`config.mk`:
```
export PLATFORM = sky130hd
export DESIGN_NAME = interval_timer_counter_channel_core
export DESIGN_NICKNAME = d
export VERILOG_FILES = /design/src/rtl/core/itcc_pkg.sv /design/src/rtl/core/interval_timer_counter_channel_core.sv
export SDC_FILE = /design/constraint.sdc
export NUM_CORES = 1
export LEC_CHECK = 0
export BUFFER_PORTS_ARGS = -buffer_cell sky130_fd_sc_hd__buf_2
export CAP_MARGIN = 20
export CORE_UTILIZATION = 55
export CTS_CLUSTER_DIAMETER = 120
export DETAILED_ROUTE_END_ITERATION = 12
export PLACE_DENSITY_LB_ADDON = 0.05
export SKIP_LAST_GASP = 1
export SLEW_MARGIN = 10
export SYNTH_ARGS = -nofsm -noshare
export SYNTH_HDL_FRONTEND = slang
export SYNTH_SLANG_ARGS = --single-unit
```
`constraint.sdc`:
```
create_clock -name clock -period 2.9 [get_ports clock]
set_input_delay 0.58 -clock clock [delete_from_list [all_inputs] [get_ports clock]]
set_output_delay 0.58 -clock clock [all_outputs]
set_load 0.05 [all_outputs]
```
`src/rtl/core/itcc_pkg.sv`:
```
// ----------------------------------------------------------------------------
// Interval timer counter channel package
// Shared widths, item codes and control word values for the counter channel.
// ----------------------------------------------------------------------------
package itcc_pkg;

   // Field widths.
   localparam int OP_W    = 2;
   localparam int PORT_W  = 2;
   localparam int BYTE_W  = 8;
   localparam int COUNT_W = 16;

   // Item kinds.
   localparam logic [OP_W-1:0] OP_TICK  = 2'd0;
   localparam logic [OP_W-1:0] OP_WRITE = 2'd1;
   localparam logic [OP_W-1:0] OP_READ  = 2'd2;

   // Bus ports.
   localparam logic [PORT_W-1:0] PORT_DATA = 2'd0;
   localparam logic [PORT_W-1:0] PORT_CTRL = 2'd1;
   localparam logic [PORT_W-1:0] PORT_SYS  = 2'd2;

   // Control words that the channel understands.
   localparam logic [BYTE_W-1:0] CW_SQUARE  = 8'hb6;
   localparam logic [BYTE_W-1:0] CW_ONESHOT = 8'hb2;
   localparam logic [BYTE_W-1:0] CW_LATCH   = 8'hd8;

   // System control port bits.
   localparam int SYS_GATE_BIT = 0;
   localparam int SYS_SPK_BIT  = 1;
   localparam int SYS_OUT_BIT  = 5;

endpackage : itcc_pkg

```
`src/rtl/core/interval_timer_counter_channel_core.sv`:
```
// ----------------------------------------------------------------------------
// Interval timer counter channel core
// One binary 16-bit counter channel in mode 3 (square wave) or mode 1
// (gate-triggered one-shot), with the system control port for gate and
// speaker enable.
// ----------------------------------------------------------------------------
// The channel takes one item per clock while the request side is not stalled: a
// tick, a bus write or a bus read. Every item produces exactly one result,
// passing first through the input register and then the result register, with
// all counter and bus logic in between. A stalled result holds the input
// register, so the request side stalls only when both registers are full.
// There is no clearing pass after reset.
module interval_timer_counter_channel_core (
   input  logic                         clock,
   input  logic                         reset,
   input  logic                         req_valid,
   output logic                         req_stall,
   input  logic [itcc_pkg::OP_W-1:0]    req_op,
   input  logic [itcc_pkg::PORT_W-1:0]  req_port,
   input  logic [itcc_pkg::BYTE_W-1:0]  req_wdata,
   output logic                         rsp_valid,
   input  logic                         rsp_stall,
   output logic [itcc_pkg::BYTE_W-1:0]  rsp_rdata,
   output logic                         rsp_out_level,
   output logic                         rsp_speaker
);
   import itcc_pkg::*;

   // Input register.
   logic                in_valid_ff;
   logic [OP_W-1:0]     in_op_ff;
   logic [PORT_W-1:0]   in_port_ff;
   logic [BYTE_W-1:0]   in_wdata_ff;

   // Result register.
   logic                out_valid_ff;
   logic [BYTE_W-1:0]   out_rdata_ff;
   logic                out_level_ff;
   logic                out_speaker_ff;

   // Channel state.
   logic [COUNT_W-1:0]  count_ff, count_in;
   logic [COUNT_W-1:0]  reload_ff, reload_in;
   logic [COUNT_W-1:0]  latched_ff, latched_in;
   logic                square_ff, square_in;
   logic                wr_high_ff, wr_high_in;
   logic                latch_valid_ff, latch_valid_in;
   logic                rd_high_ff, rd_high_in;
   logic                gate_ff, gate_in;
   logic                spk_en_ff, spk_en_in;
   logic                out_ff, out_in;
   logic                active_ff, active_in;
   logic                trig_ff, trig_in;
   logic [BYTE_W-1:0]   rdata_in;

   logic                advance;
   logic                take;
   logic [1:0]          dec;
   logic [COUNT_W-1:0]  src;
   logic [COUNT_W-1:0]  count_minus1;

   // The item in the input register moves on when the result register frees.
   assign advance   = in_valid_ff && (!out_valid_ff || !rsp_stall);
   assign req_stall = in_valid_ff && !advance;
   assign take      = req_valid && !req_stall;

   assign rsp_valid     = out_valid_ff;
   assign rsp_rdata     = out_rdata_ff;
   assign rsp_out_level = out_level_ff;
   assign rsp_speaker   = out_speaker_ff;

   // Square wave step: even counts drop by two; odd ones by one while high and three while low.
   always_comb begin
      if (count_ff[0]) begin
         dec = out_ff ? 2'd1 : 2'd3;
      end else begin
         dec = 2'd2;
      end
   end

   assign src          = latch_valid_ff ? latched_ff : count_ff;
   assign count_minus1 = count_ff - COUNT_W'(1);

   // Next state and result for the item in the input register.
   always_comb begin
      count_in       = count_ff;
      reload_in      = reload_ff;
      latched_in     = latched_ff;
      square_in      = square_ff;
      wr_high_in     = wr_high_ff;
      latch_valid_in = latch_valid_ff;
      rd_high_in     = rd_high_ff;
      gate_in        = gate_ff;
      spk_en_in      = spk_en_ff;
      out_in         = out_ff;
      active_in      = active_ff;
      trig_in        = trig_ff;
      rdata_in       = '0;
      unique case (in_op_ff)
         OP_TICK: begin
            if (square_ff) begin
               if (active_ff && gate_ff) begin
                  if (trig_ff) begin
                     count_in = reload_ff;
                     trig_in  = 1'b0;
                  end else if (count_ff != '0 && count_ff <= COUNT_W'(dec)) begin
                     // Count reaches or passes zero: toggle and reload.
                     out_in   = !out_ff;
                     count_in = reload_ff;
                  end else begin
                     count_in = count_ff - COUNT_W'(dec);
                  end
               end
            end else begin
               if (trig_ff) begin
                  count_in  = reload_ff;
                  out_in    = 1'b0;
                  active_in = 1'b1;
                  trig_in   = 1'b0;
               end else if (active_ff) begin
                  count_in = count_minus1;
                  if (count_minus1 == '0) begin
                     out_in = 1'b1;
                  end
               end
            end
         end
         OP_WRITE: begin
            unique case (in_port_ff)
               PORT_DATA: begin
                  if (!wr_high_ff) begin
                     reload_in  = {reload_ff[COUNT_W-1:BYTE_W], in_wdata_ff};
                     wr_high_in = 1'b1;
                  end else begin
                     reload_in  = {in_wdata_ff, reload_ff[BYTE_W-1:0]};
                     wr_high_in = 1'b0;
                     if (square_ff && !active_ff) begin
                        active_in = 1'b1;
                        trig_in   = 1'b1;
                     end
                  end
               end
               PORT_CTRL: begin
                  if (in_wdata_ff == CW_SQUARE || in_wdata_ff == CW_ONESHOT) begin
                     square_in      = (in_wdata_ff == CW_SQUARE);
                     wr_high_in     = 1'b0;
                     rd_high_in     = 1'b0;
                     latch_valid_in = 1'b0;
                     out_in         = 1'b1;
                     active_in      = 1'b0;
                     trig_in        = 1'b0;
                  end else if (in_wdata_ff == CW_LATCH && !latch_valid_ff) begin
                     latched_in     = count_ff;
                     latch_valid_in = 1'b1;
                  end
               end
               PORT_SYS: begin
                  spk_en_in = in_wdata_ff[SYS_SPK_BIT];
                  gate_in   = in_wdata_ff[SYS_GATE_BIT];
                  if (in_wdata_ff[SYS_GATE_BIT] && !gate_ff) begin
                     trig_in = 1'b1;
                  end
                  if (!in_wdata_ff[SYS_GATE_BIT] && gate_ff && square_ff) begin
                     out_in = 1'b1;
                  end
               end
               default: begin
               end
            endcase
         end
         OP_READ: begin
            unique case (in_port_ff)
               PORT_DATA: begin
                  if (rd_high_ff) begin
                     rdata_in       = src[COUNT_W-1:BYTE_W];
                     latch_valid_in = 1'b0;
                  end else begin
                     rdata_in = src[BYTE_W-1:0];
                  end
                  rd_high_in = !rd_high_ff;
               end
               PORT_SYS: begin
                  rdata_in[SYS_GATE_BIT] = gate_ff;
                  rdata_in[SYS_SPK_BIT]  = spk_en_ff;
                  rdata_in[SYS_OUT_BIT]  = out_ff;
               end
               default: begin
               end
            endcase
         end
         default: begin
         end
      endcase
   end

   // Input register: loads on every request transfer.
   always_ff @(posedge clock) begin
      if (reset) begin
         in_valid_ff <= 1'b0;
      end else if (take) begin
         in_valid_ff <= 1'b1;
      end else if (advance) begin
         in_valid_ff <= 1'b0;
      end
      if (take) begin
         in_op_ff    <= req_op;
         in_port_ff  <= req_port;
         in_wdata_ff <= req_wdata;
      end
   end

   // Result register and channel state, updated as an item moves across.
   always_ff @(posedge clock) begin
      if (reset) begin
         out_valid_ff   <= 1'b0;
         count_ff       <= '0;
         reload_ff      <= '0;
         latched_ff     <= '0;
         square_ff      <= 1'b1;
         wr_high_ff     <= 1'b0;
         latch_valid_ff <= 1'b0;
         rd_high_ff     <= 1'b0;
         gate_ff        <= 1'b0;
         spk_en_ff      <= 1'b0;
         out_ff         <= 1'b1;
         active_ff      <= 1'b0;
         trig_ff        <= 1'b0;
      end else begin
         if (advance) begin
            out_valid_ff   <= 1'b1;
            count_ff       <= count_in;
            reload_ff      <= reload_in;
            latched_ff     <= latched_in;
            square_ff      <= square_in;
            wr_high_ff     <= wr_high_in;
            latch_valid_ff <= latch_valid_in;
            rd_high_ff     <= rd_high_in;
            gate_ff        <= gate_in;
            spk_en_ff      <= spk_en_in;
            out_ff         <= out_in;
            active_ff      <= active_in;
            trig_ff        <= trig_in;
         end else if (!rsp_stall) begin
            out_valid_ff <= 1'b0;
         end
      end
      if (advance) begin
         out_rdata_ff   <= rdata_in;
         out_level_ff   <= out_in;
         out_speaker_ff <= out_in && spk_en_in;
      end
   end

`ifndef NO_ASSERTIONS
   // The result register never takes an item while it still holds a stalled one.
   a_no_overwrite: assert property (@(posedge clock) disable iff (reset)
      (out_valid_ff && rsp_stall) |-> !advance)
      else $error("result overwritten while stalled");

   // A speaker result implies the output level is high.
   a_speaker_gated: assert property (@(posedge clock) disable iff (reset)
      (out_valid_ff && out_speaker_ff) |-> out_level_ff)
      else $error("speaker high with output low");

   // Only bus reads return nonzero data.
   a_rdata_zero: assert property (@(posedge clock) disable iff (reset)
      (advance && in_op_ff != OP_READ) |=> (out_rdata_ff == '0))
      else $error("nonzero read data for a non-read transfer");

   // A mode control word restarts the channel with the output high.
   a_ctrl_restart: assert property (@(posedge clock) disable iff (reset)
      (advance && in_op_ff == OP_WRITE && in_port_ff == PORT_CTRL
       && (in_wdata_ff == CW_SQUARE || in_wdata_ff == CW_ONESHOT))
      |=> (out_ff && !active_ff && !trig_ff && !latch_valid_ff))
      else $error("control word did not restart the channel");
`endif

endmodule : interval_timer_counter_channel_core

```
==> impl_metrics.toml, run 1 <==
[floorplan]
die_w_um = 95.2
io-pin-count = 28
die_h_um = 95.2
dieArea_um2 = 9070
rows = 33
initial_core_util_pct = 57.6
fp.coreArea_um2 = 8300

[route]
post_drt_via_cell_ratio = 6.45
post_drt_wl_per_cell_um = 19.8
drc = 0
first_pass_iters = 5
num_vias = 4206
drt-total-wl_um = 12900
drtIter0Drc = 370
antenna_left = 0

[synth]
syn_inst = 515
ys.flop_type = "dfxtp_1"
synth_largest_area_cell = "dfxtp_1"
synth_commonest_cells = "dfxtp_1, nor2_1, mux2i_1"
ys_ff_latch = 81
yosysSeqAreaShare_pct = 38.5
synthesis.area_um2 = 4780
synth_fp_nets = 538
yosys-top-cells-area = "dfxtp_1, edfxtp_1, mux2i_1"
syn_area_per_cell_um2 = 9.29
synth_edf_count = 22
yosysTopAreaCellShare_pct = 24.7
ys_warn_count = 0
async_flop_share_pct = 0
ys_types = 69

[setup_path]
timing.rr.end = "rsp_out_level"
slowest_stage = "or4_4"
crit_end = "rsp_out_level"
worst-path-buf-inv = 0
critical_path_required_ns = 3.00
crit_path_end_kind = "flop"
arrival_ns = 2.84
r2r_setup_slack_ns = 0.16
worst_r2r_path_depth = 7
worstSetupStartpointType = "flop"
r2r_start = "out_ff"
critPathMaxStageDelay_ns = 0.58
path_delay_family = "simple AND/OR/NAND/NOR gates"
cp_common_cell = "or4_4"
critical_path_class = "flop to flop"
path_cells = "nand2_1 > ha_1 > nor2_1 > or4_4 > or4_4 > a22oi_1 > o21ai_0"
worst-path-stages = 7
cp_max_fo = 7
worstSetupStartpoint = "out_ff"

[finish]
diodes = 0
nNetsFinal = 565
drive_gt1_share_pct = 19.0
utilization_pct = 64.2
syn_to_final_growth_pct = 11.4

[clock_tree]
numCtsBuffers = 9
cts.path.max_buffers = 2
cts_resized = 0
cts_root_buf = "clkbuf_8"
cts_tree = "done"
post_cts_buffers = 0
clk_pin_slew_ns = 0.09
hold_buffers = 0
htreeDepth = 3
clock_latency_ns = 0.37
cts.sinks = 81

[grt]
grt_pass1_wl_um = 20700
grt_remaining_overflow = 0
antenna_found_initial = 0
grt_start_max_net_pins = 51
grt.total_usage_pct = 30.3
grt_pass1_vias = 3816

[timing]
tns_ns = 0
hold_violations = 0
setup_viol = 0
slew_viol_final = 0
skew_ns = 0.0160
fin_crit_ns = 2.74
grt_setup_unrepaired = "no"
worst_pin_slew_ns = 0.636
fmax_mhz = 365
slew_headroom_pct = 57.1
finalCritPeriodShare_pct = 94.4

[job]
max_cap_violations = 0

[outcome]
status = "completed"

[place]
gp_congestion = 0.972
hpwl_um = 9170
portBuffers = 27

[power]
irDropWorstVdd_uv = 289
power_density_nw_per_um2 = 416
power_leakage_nw = 2.13

[min_path]
whs_path_depth = 1
worstHoldPathType = "input port to flop"
report_power, final:
group / switching (W) / internal, W
clock network: 0.000467 / 0.000414
registers: 0.0000170 / 0.00118
logic: 0.0000921 / 0.0000462
through the flow:
| step | area [um2] | cells | hold WS (ns) | worst slack (ns) | power, W |
|---|---|---|---|---|---|
| after CTS | 5330 | 652 | 0.366 | 0.196 | 0.00223 |
| after global placement | 5120 | 636 | 0.465 | 0.337 | 0.00136 |
| after floorplan | 4780 | 515 | 0.446 | 0.0895 | 0.00131 |
| after global routing | 5330 | 652 | 0.358 | 0.0288 | 0.00229 |
| after detailed placement | 5120 | 636 | 0.482 | 0.222 | 0.00136 |
| final | 5330 | 652 | 0.379 | 0.161 | 0.00222 |
area by class of cell:
cell class	count	area (um2)
well taps	105	131
clock buffers	9	124
repair buffers	61	390
flip-flops and latches	81	1840
clock inverters	7	82.6
multi-input cells	378	2720
fillers	709	2970
inverters	11	41.3
placed cells by master (no fill, tap or decap), types with 8 or more instances in the layout:
master and instances:
inv_1 9, mux2i_1 41, a21oi_1 11, o21ai_0 22, buf_4 34, xnor2_1 12, dfxtp_1 59, mux4_2 8
edfxtp_1 22, nand2b_1 8, clkbuf_8 9, nor3_1 17, a31oi_1 11, o211ai_1 11, nor4_1 11, nand3_1 19
nor2_1 59, nand4_1 13, nand2_1 12, buf_2 27
worst register-to-register path, stage by stage, from the launching register on:
cell and delay [ns]:
dfxtp_1 0.50, nand2_1 0.12, ha_1 0.38, nor2_1 0.11, or4_4 0.58, or4_4 0.47
a22oi_1 0.21, o21ai_0 0.12
worst min path at each step:
stage,slack (ns),end,from
floorplan,0.45,rsp_valid,in_valid_ff
global placement,0.46,rsp_valid,in_valid_ff
detailed placement,0.48,latched_ff[13],latched_ff[13]
CTS,0.37,in_wdata_ff[2],req_wdata[2]
global route,0.36,in_wdata_ff[7],req_wdata[7]
finish,0.38,in_wdata_ff[6],req_wdata[6]
state kept, by name, summed over array words and instances (netlist names), 2 cells and up:
name / cells
in_wdata_ff: 8
latched_ff: 16
reload_ff: 16
count_ff: 16
in_op_ff: 2
rsp_rdata: 8
in_port_ff: 2
metal layers:
metal | global-route usage [%] | share of wire, % | up-vias
met5 | 0 | 0 | -
met4 | 10.2 | 2.3 | 0
met3 | 6.38 | 6.2 | 27
met2 | 46.4 | 46 | 171
met1 | 42.2 | 45 | 2014
li1 | - | - | 1994
cell families after synthesis:
family / count (synthesis) / synth area share (%)
AOI/OAI and AO/OA: 109 / 16.4
xor gates and xnor gates: 18 / 3.30
adders and majority gates: 7 / 1.83
buffers and inverters: 56 / 4.68
DFF: 81 / 38.5
muxes: 52 / 13.1
and+or+nand+nor: 192 / 22.3
No activity file was read; power rests on OpenSTA's default activity.
==> run 2: changes to the inputs <==
--- a/config.mk
+++ b/config.mk
@@ -5,9 +5,11 @@
 export SDC_FILE = /design/constraint.sdc
 export NUM_CORES = 1
 export LEC_CHECK = 0
+export ABC_AREA = 1
 export BUFFER_PORTS_ARGS = -buffer_cell sky130_fd_sc_hd__buf_2
 export CAP_MARGIN = 20
-export CORE_UTILIZATION = 55
+export CORE_UTILIZATION = 61
+export CTS_BUF_LIST = sky130_fd_sc_hd__clkbuf_16
 export CTS_CLUSTER_DIAMETER = 120
 export DETAILED_ROUTE_END_ITERATION = 12
 export PLACE_DENSITY_LB_ADDON = 0.05
==> constraint.sdc (replaced) <==
create_clock -name clock -period 2.8 [get_ports clock]
set_input_delay 0.56 -clock clock [delete_from_list [all_inputs] [get_ports clock]]
set_output_delay 0.56 -clock clock [all_outputs]
set_load 0.05 [all_outputs]
==> run 2 against run 1 <==
  * Largest cell class unchanged
  * Fmax increased by 19%
  * Core utilization increased by 5.7 points
  * Area after synthesis decreased by 4.2%
  * Sequential cell count unchanged
  * Non-clock buffer count decreased by 25
  * Wire length decreased by 6.1%
  * Largest power group unchanged
  * Critical endpoint is now count_ff[12]
==> impl_metrics.toml, run 2 <==
[outcome]
status = "completed"

[min_path]
hold_start = "req_port[0]"
whs_path_depth = 1
worstHoldPathType = "input port to flop"
whs_endpoint = "in_port_ff[0]"

[setup_path]
crit_path_end_kind = "flop"
r2r_start = "count_ff[1]"
slowest_stage = "ha_1"
worstSetupStartpointType = "flop"
worst_r2r_path_depth = 11
cp_common_cell = "a21oi_1"
path_cells = "inv_1 > ha_1 > o21ai_0 > nor2_2 > nand2_2 > nand2_4 > inv_4 > o21ai_0 > a21oi_1 > a21oi_1 > a21oi_1"
critical_path_required_ns = 3.01
arrival_ns = 2.51
cp_max_fo = 19
critPathMaxStageDelay_ns = 0.41
timing.rr.end = "count_ff[12]"
critical_path_class = "flop to flop"
worst-path-buf-inv = 2
r2r_setup_slack_ns = 0.50
worstSetupStartpoint = "count_ff[1]"
path_delay_family = "compound AO/OA/AOI/OAI gates"

[synth]
ys_types = 42
ys.flop_type = "dfxtp_1"
synthesis.area_um2 = 4580
synth_largest_area_cell = "dfxtp_1"
synth_commonest_cells = "nand2_1, nor2_1, o21ai_0"
yosysTopAreaCellShare_pct = 25.8
syn_area_per_cell_um2 = 7.51
yosys-top-cells-area = "dfxtp_1, edfxtp_1, o21ai_0"
yosysSeqAreaShare_pct = 40.2
async_flop_share_pct = 0
syn_inst = 610
synth_edf_count = 22
ys_warn_count = 0
ys_ff_latch = 81
yosysMostFrequentCell = "nand2_1"
synth_fp_nets = 633

[route]
first_pass_iters = 5
post_drt_wl_per_cell_um = 16.5
drtIter0Drc = 352
post_drt_via_cell_ratio = 5.96
drc = 0
antenna_left = 0
num_vias = 4396
drt-total-wl_um = 12100

[finish]
fillerInstances = 611
drive_gt1_share_pct = 13.8
top_regs = "count_ff x16, latched_ff x16, reload_ff x16"
nNetsFinal = 656
multi_input_area_um2 = 2330
regArea_um2 = 1840
final_cell_mix = "nand2_1, nor2_1, o21ai_0"
syn_to_final_growth_pct = 10.7
final_common_cell = "nand2_1"
diodes = 0

[floorplan]
die_w_um = 88.6
die_h_um = 88.6
initial_core_util_pct = 63.1
rows = 31
fp.coreArea_um2 = 7250
io-pin-count = 28
dieArea_um2 = 7860

[timing]
skew_ns = 0.0138
fin_crit_ns = 2.30
slew_viol_final = 0
setup_viol = 0
tns_ns = 0
fmax_mhz = 435
worst_pin_slew_ns = 0.996
grt_setup_unrepaired = "no"
finalCritPeriodShare_pct = 82.1
slew_headroom_pct = 33.5
hold_violations = 0

[clock_tree]
cts.sinks = 81
post_cts_buffers = 0
cts_root_buf = "clkbuf_16"
clock_latency_ns = 0.34
cts_resized = 0
cts_tree = "done"
htreeDepth = 3
cts.path.max_buffers = 2
clk_pin_slew_ns = 0.07
numCtsBuffers = 9
hold_buffers = 0

[power]
finalPower_w = 0.00257
irDropWorstVdd_uv = 434
power_density_nw_per_um2 = 508
power_leakage_nw = 2.12

[job]
max_cap_violations = 0

[grt]
grt_pass1_wl_um = 19200
grt_remaining_overflow = 0
grt.total_usage_pct = 32.9
grt_pass1_vias = 3822
antenna_found_initial = 0
grt_start_max_net_pins = 36

[place]
gp_congestion = 0.930
hpwl_um = 8840
portBuffers = 27
-- run 2: cell count changes after synthesis, sizes merged, moves of 12 or more --
cell    delta
nor4      -12
nor2      +32
clkbuf    -28
inv       +62
a211oi    +13
mux2i     -41
nand2     +74
o21ai     +55
a21oi     +57
-- run 2: stage by stage --
stage | instance area, um2 | std cells | setup WS, ns | util, % | hold WS [ns]
after global routing | 5070 | 737 | 0.347 | 69.9 | 0.386
final | 5070 | 737 | 0.501 | 69.9 | 0.397
after global placement | 4770 | 721 | 0.618 | 65.8 | 0.477
after floorplan | 4580 | 610 | 0.615 | - | 0.444
after detailed placement | 4770 | 721 | 0.533 | 65.8 | 0.482
after CTS | 5070 | 737 | 0.575 | 69.9 | 0.391
-- run 2: logic make-up (layout without fill, tap and decap cells) --
logic type | count (synthesis) | in the layout | share of synthesized area (%)
buf+inv | 97 | 125 | 8.91
xor+xnor | 11 | 11 | 2.10
flops | 81 | 81 | 40.2
fa+ha+maj | 7 | 7 | 1.91
simple gates | 218 | 218 | 22.0
compound gates | 196 | 196 | 24.8
-- run 2: area by class of cell --
| type | count | share of cell area [%] |
|---|---|---|
| inverters | 73 | 5.46 |
| flip-flops and latches | 81 | 36.3 |
| repair buffers | 36 | 4.00 |
| clock buffers | 9 | 4.44 |
| multi-input cells | 432 | 46.0 |
| clock inverters | 7 | 1.36 |
| well taps | 99 | 2.44 |
-- run 2: metal layers --
| layer | share of wire (%) | track usage [%] |
|---|---|---|
| met3 | 8.3 | 5.13 |
| met4 | 3.6 | 15.7 |
| met1 | 44 | 46.6 |
| met2 | 45 | 49.3 |
| met5 | 0 | 0 |
-- run 2: power breakdown --
group	internal, W	switching, W	total (W)
sequential	0.00123	0.0000180	0.00125
clock	0.000688	0.000489	0.00118
combinational	0.0000422	0.000110	0.000152
-- run 2: worst max-delay path by stage --
| stage | cells past startpoint | to |
|---|---|---|
| after CTS | 11 | count_ff[12] |
| after floorplan | 5 | in_op_ff[0] |
| final | 11 | count_ff[12] |
| after global placement | 8 | count_ff[14] |
| after global routing | 11 | count_ff[12] |
| after detailed placement | 8 | count_ff[2] |
==> run 3: changes to the inputs <==
--- a/config.mk
+++ b/config.mk
@@ -8,7 +8,7 @@
 export ABC_AREA = 1
 export BUFFER_PORTS_ARGS = -buffer_cell sky130_fd_sc_hd__buf_2
 export CAP_MARGIN = 20
-export CORE_UTILIZATION = 61
+export CORE_UTILIZATION = 55
 export CTS_BUF_LIST = sky130_fd_sc_hd__clkbuf_16
 export CTS_CLUSTER_DIAMETER = 120
 export DETAILED_ROUTE_END_ITERATION = 12
==> constraint.sdc (replaced) <==
create_clock -name clock -period 1.92 [get_ports clock]
set_input_delay 0.384 -clock clock [delete_from_list [all_inputs] [get_ports clock]]
set_output_delay 0.384 -clock clock [all_outputs]
set_load 0.05 [all_outputs]
==> run 3 against run 2 <==
  * Sequential cell count is the same
  * Core utilization increased by 3.9 points
  * Sequential share of layout area shrank 4.6 points
  * Wire length grew 15%
  * Sequential power rose by 45%
  * Cell count increased by 9.4%
  * Design area increased by 15%
  * Clock skew down 0.0071 ns
  * Highest routed layer unchanged
==> impl_metrics.toml, run 3 (synthesis gave the netlist of run 2 again) <==
[route]
num_vias = 4622
post_drt_wl_per_cell_um = 17.4
post_drt_via_cell_ratio = 5.73
drc = 0
antenna_left = 0
first_pass_iters = 5
drtIter0Drc = 324
drt-total-wl_um = 14000

[clock_tree]
numCtsBuffers = 9
cts.path.max_buffers = 2
hold_buffers = 0
htreeDepth = 3
clock_latency_ns = 0.34
cts_root_buf = "clkbuf_16"
cts_tree = "done"
clk_pin_slew_ns = 0.06
cts.sinks = 81

[outcome]
status = "completed"

[timing]
skew_ns = 0.00673
tns_ns = 0
fmax_mhz = 529
hold_violations = 0
setup_viol = 0
worst_pin_slew_ns = 0.615
slew_headroom_pct = 58.9
slew_viol_final = 0
grt_setup_unrepaired = "yes"
fin_crit_ns = 1.89
finalCritPeriodShare_pct = 98.5

[finish]
finalNonFillerCells = 806
drive_gt1_share_pct = 27.1
regArea_um2 = 1850
diodes = 0
final_cell_mix = "nand2_1, o21ai_0, buf_4"
nNetsFinal = 722
syn_to_final_growth_pct = 27.1
top_regs = "count_ff x16, latched_ff x16, reload_ff x16"
multi_input_area_um2 = 2530
fillerInstances = 606

[job]
max_cap_violations = 0

[grt]
grt_remaining_overflow = 0
grt_start_max_net_pins = 36
grt_pass1_vias = 4400
antenna_found_initial = 0
grt_pass1_wl_um = 21900
grt.total_usage_pct = 33.6

[min_path]
worstHoldPathType = "input port to flop"

[floorplan]
die_w_um = 93.2
rows = 32
io-pin-count = 28
die_h_um = 93.2
dieArea_um2 = 8690
initial_core_util_pct = 58.1
fp.coreArea_um2 = 7890

[setup_path]
critical_path_class = "flop to flop"
arrival_ns = 1.99
crit_path_end_kind = "flop"
cp_max_fo = 6
worstSetupStartpointType = "flop"
critical_path_required_ns = 2.02

[power]
power_density_nw_per_um2 = 659
irDropWorstVdd_uv = 582
power_leakage_nw = 2.52

[place]
portBuffers = 27
gp_congestion = 0.921
placed_cells = 780
hpwl_um = 9600
==> run 3: metrics by stage <==
stage / total power, W / util (%) / cell area (um2) / setup slack (ns) / hold slack (ns)
2_1_floorplan: 0.00201 / - / 4590 / 0.00897 / 0.444
6_report: 0.00383 / 73.8 / 5820 / 0.0292 / 0.210
5_1_grt: 0.00394 / 73.8 / 5820 / -0.0626 / 0.203
4_1_cts: 0.00384 / 71.4 / 5630 / -0.0122 / 0.205
3_3_place_gp: 0.00211 / 66.2 / 5220 / -0.208 / 0.467
3_5_place_dp: 0.00211 / 66.2 / 5220 / -0.387 / 0.474
==> run 3: routing by layer <==
metal	share of wire (%)	routed length, um	vias to the layer above	GRT usage, %
li1	-	-	2260	-
met5	0	0	-	0
met3	7.9	1110	41	6.75
met2	47	6580	204	54.6
met1	42	5900	2117	43.4
met4	2.9	410	0	14.1
==> run 3: layout make-up <==
| cell class | instances | area share, % |
|---|---|---|
| Clock buffer | 9 | 3.87 |
| Clock inverter | 7 | 1.23 |
| Inverter | 73 | 4.84 |
| Multi-Input combinational cell | 433 | 43.5 |
| Sequential cell | 81 | 31.8 |
| Tap cell | 102 | 2.19 |
| Timing Repair Buffer | 101 | 12.6 |
==> run 3: repair_timing <==
action                                  4_1_cts  5_1_grt
resized for setup                            17       42
pin swaps                                     7       15
buffers inserted                              4        5
endpoints found under the setup margin       28       39
cloned                                        1        0
==> run 3: final timing paths <==
path                              startpoint              to  slack, ns  cells after the start
worst max-delay path             count_ff[1]     rsp_speaker       0.03                     12
worst min-delay path            req_wdata[6]  in_wdata_ff[6]       0.21                      1
worst max register to register   count_ff[1]     rsp_speaker       0.03                     12
worst min register to register  reload_ff[3]    reload_ff[3]       0.49                      2
==> run 3: power breakdown <==
group | switching [W] | internal, W
sequential | 0.0000187 | 0.00179
clock | 0.000727 | 0.00101
combinational | 0.000189 | 0.0000979
==> run 3: critical path, stage by stage (launching register included) <==
cell and delay (ns):
dfxtp_2 0.34, buf_6 0.12, nor2_4 0.12, nand2_4 0.09
nor2_4 0.19, nand3_2 0.11, xor2_2 0.17, nor2_2 0.05
nand3_2 0.08, nand2_1 0.05, nand2_1 0.08, nand3_2 0.09
and2_1 0.15
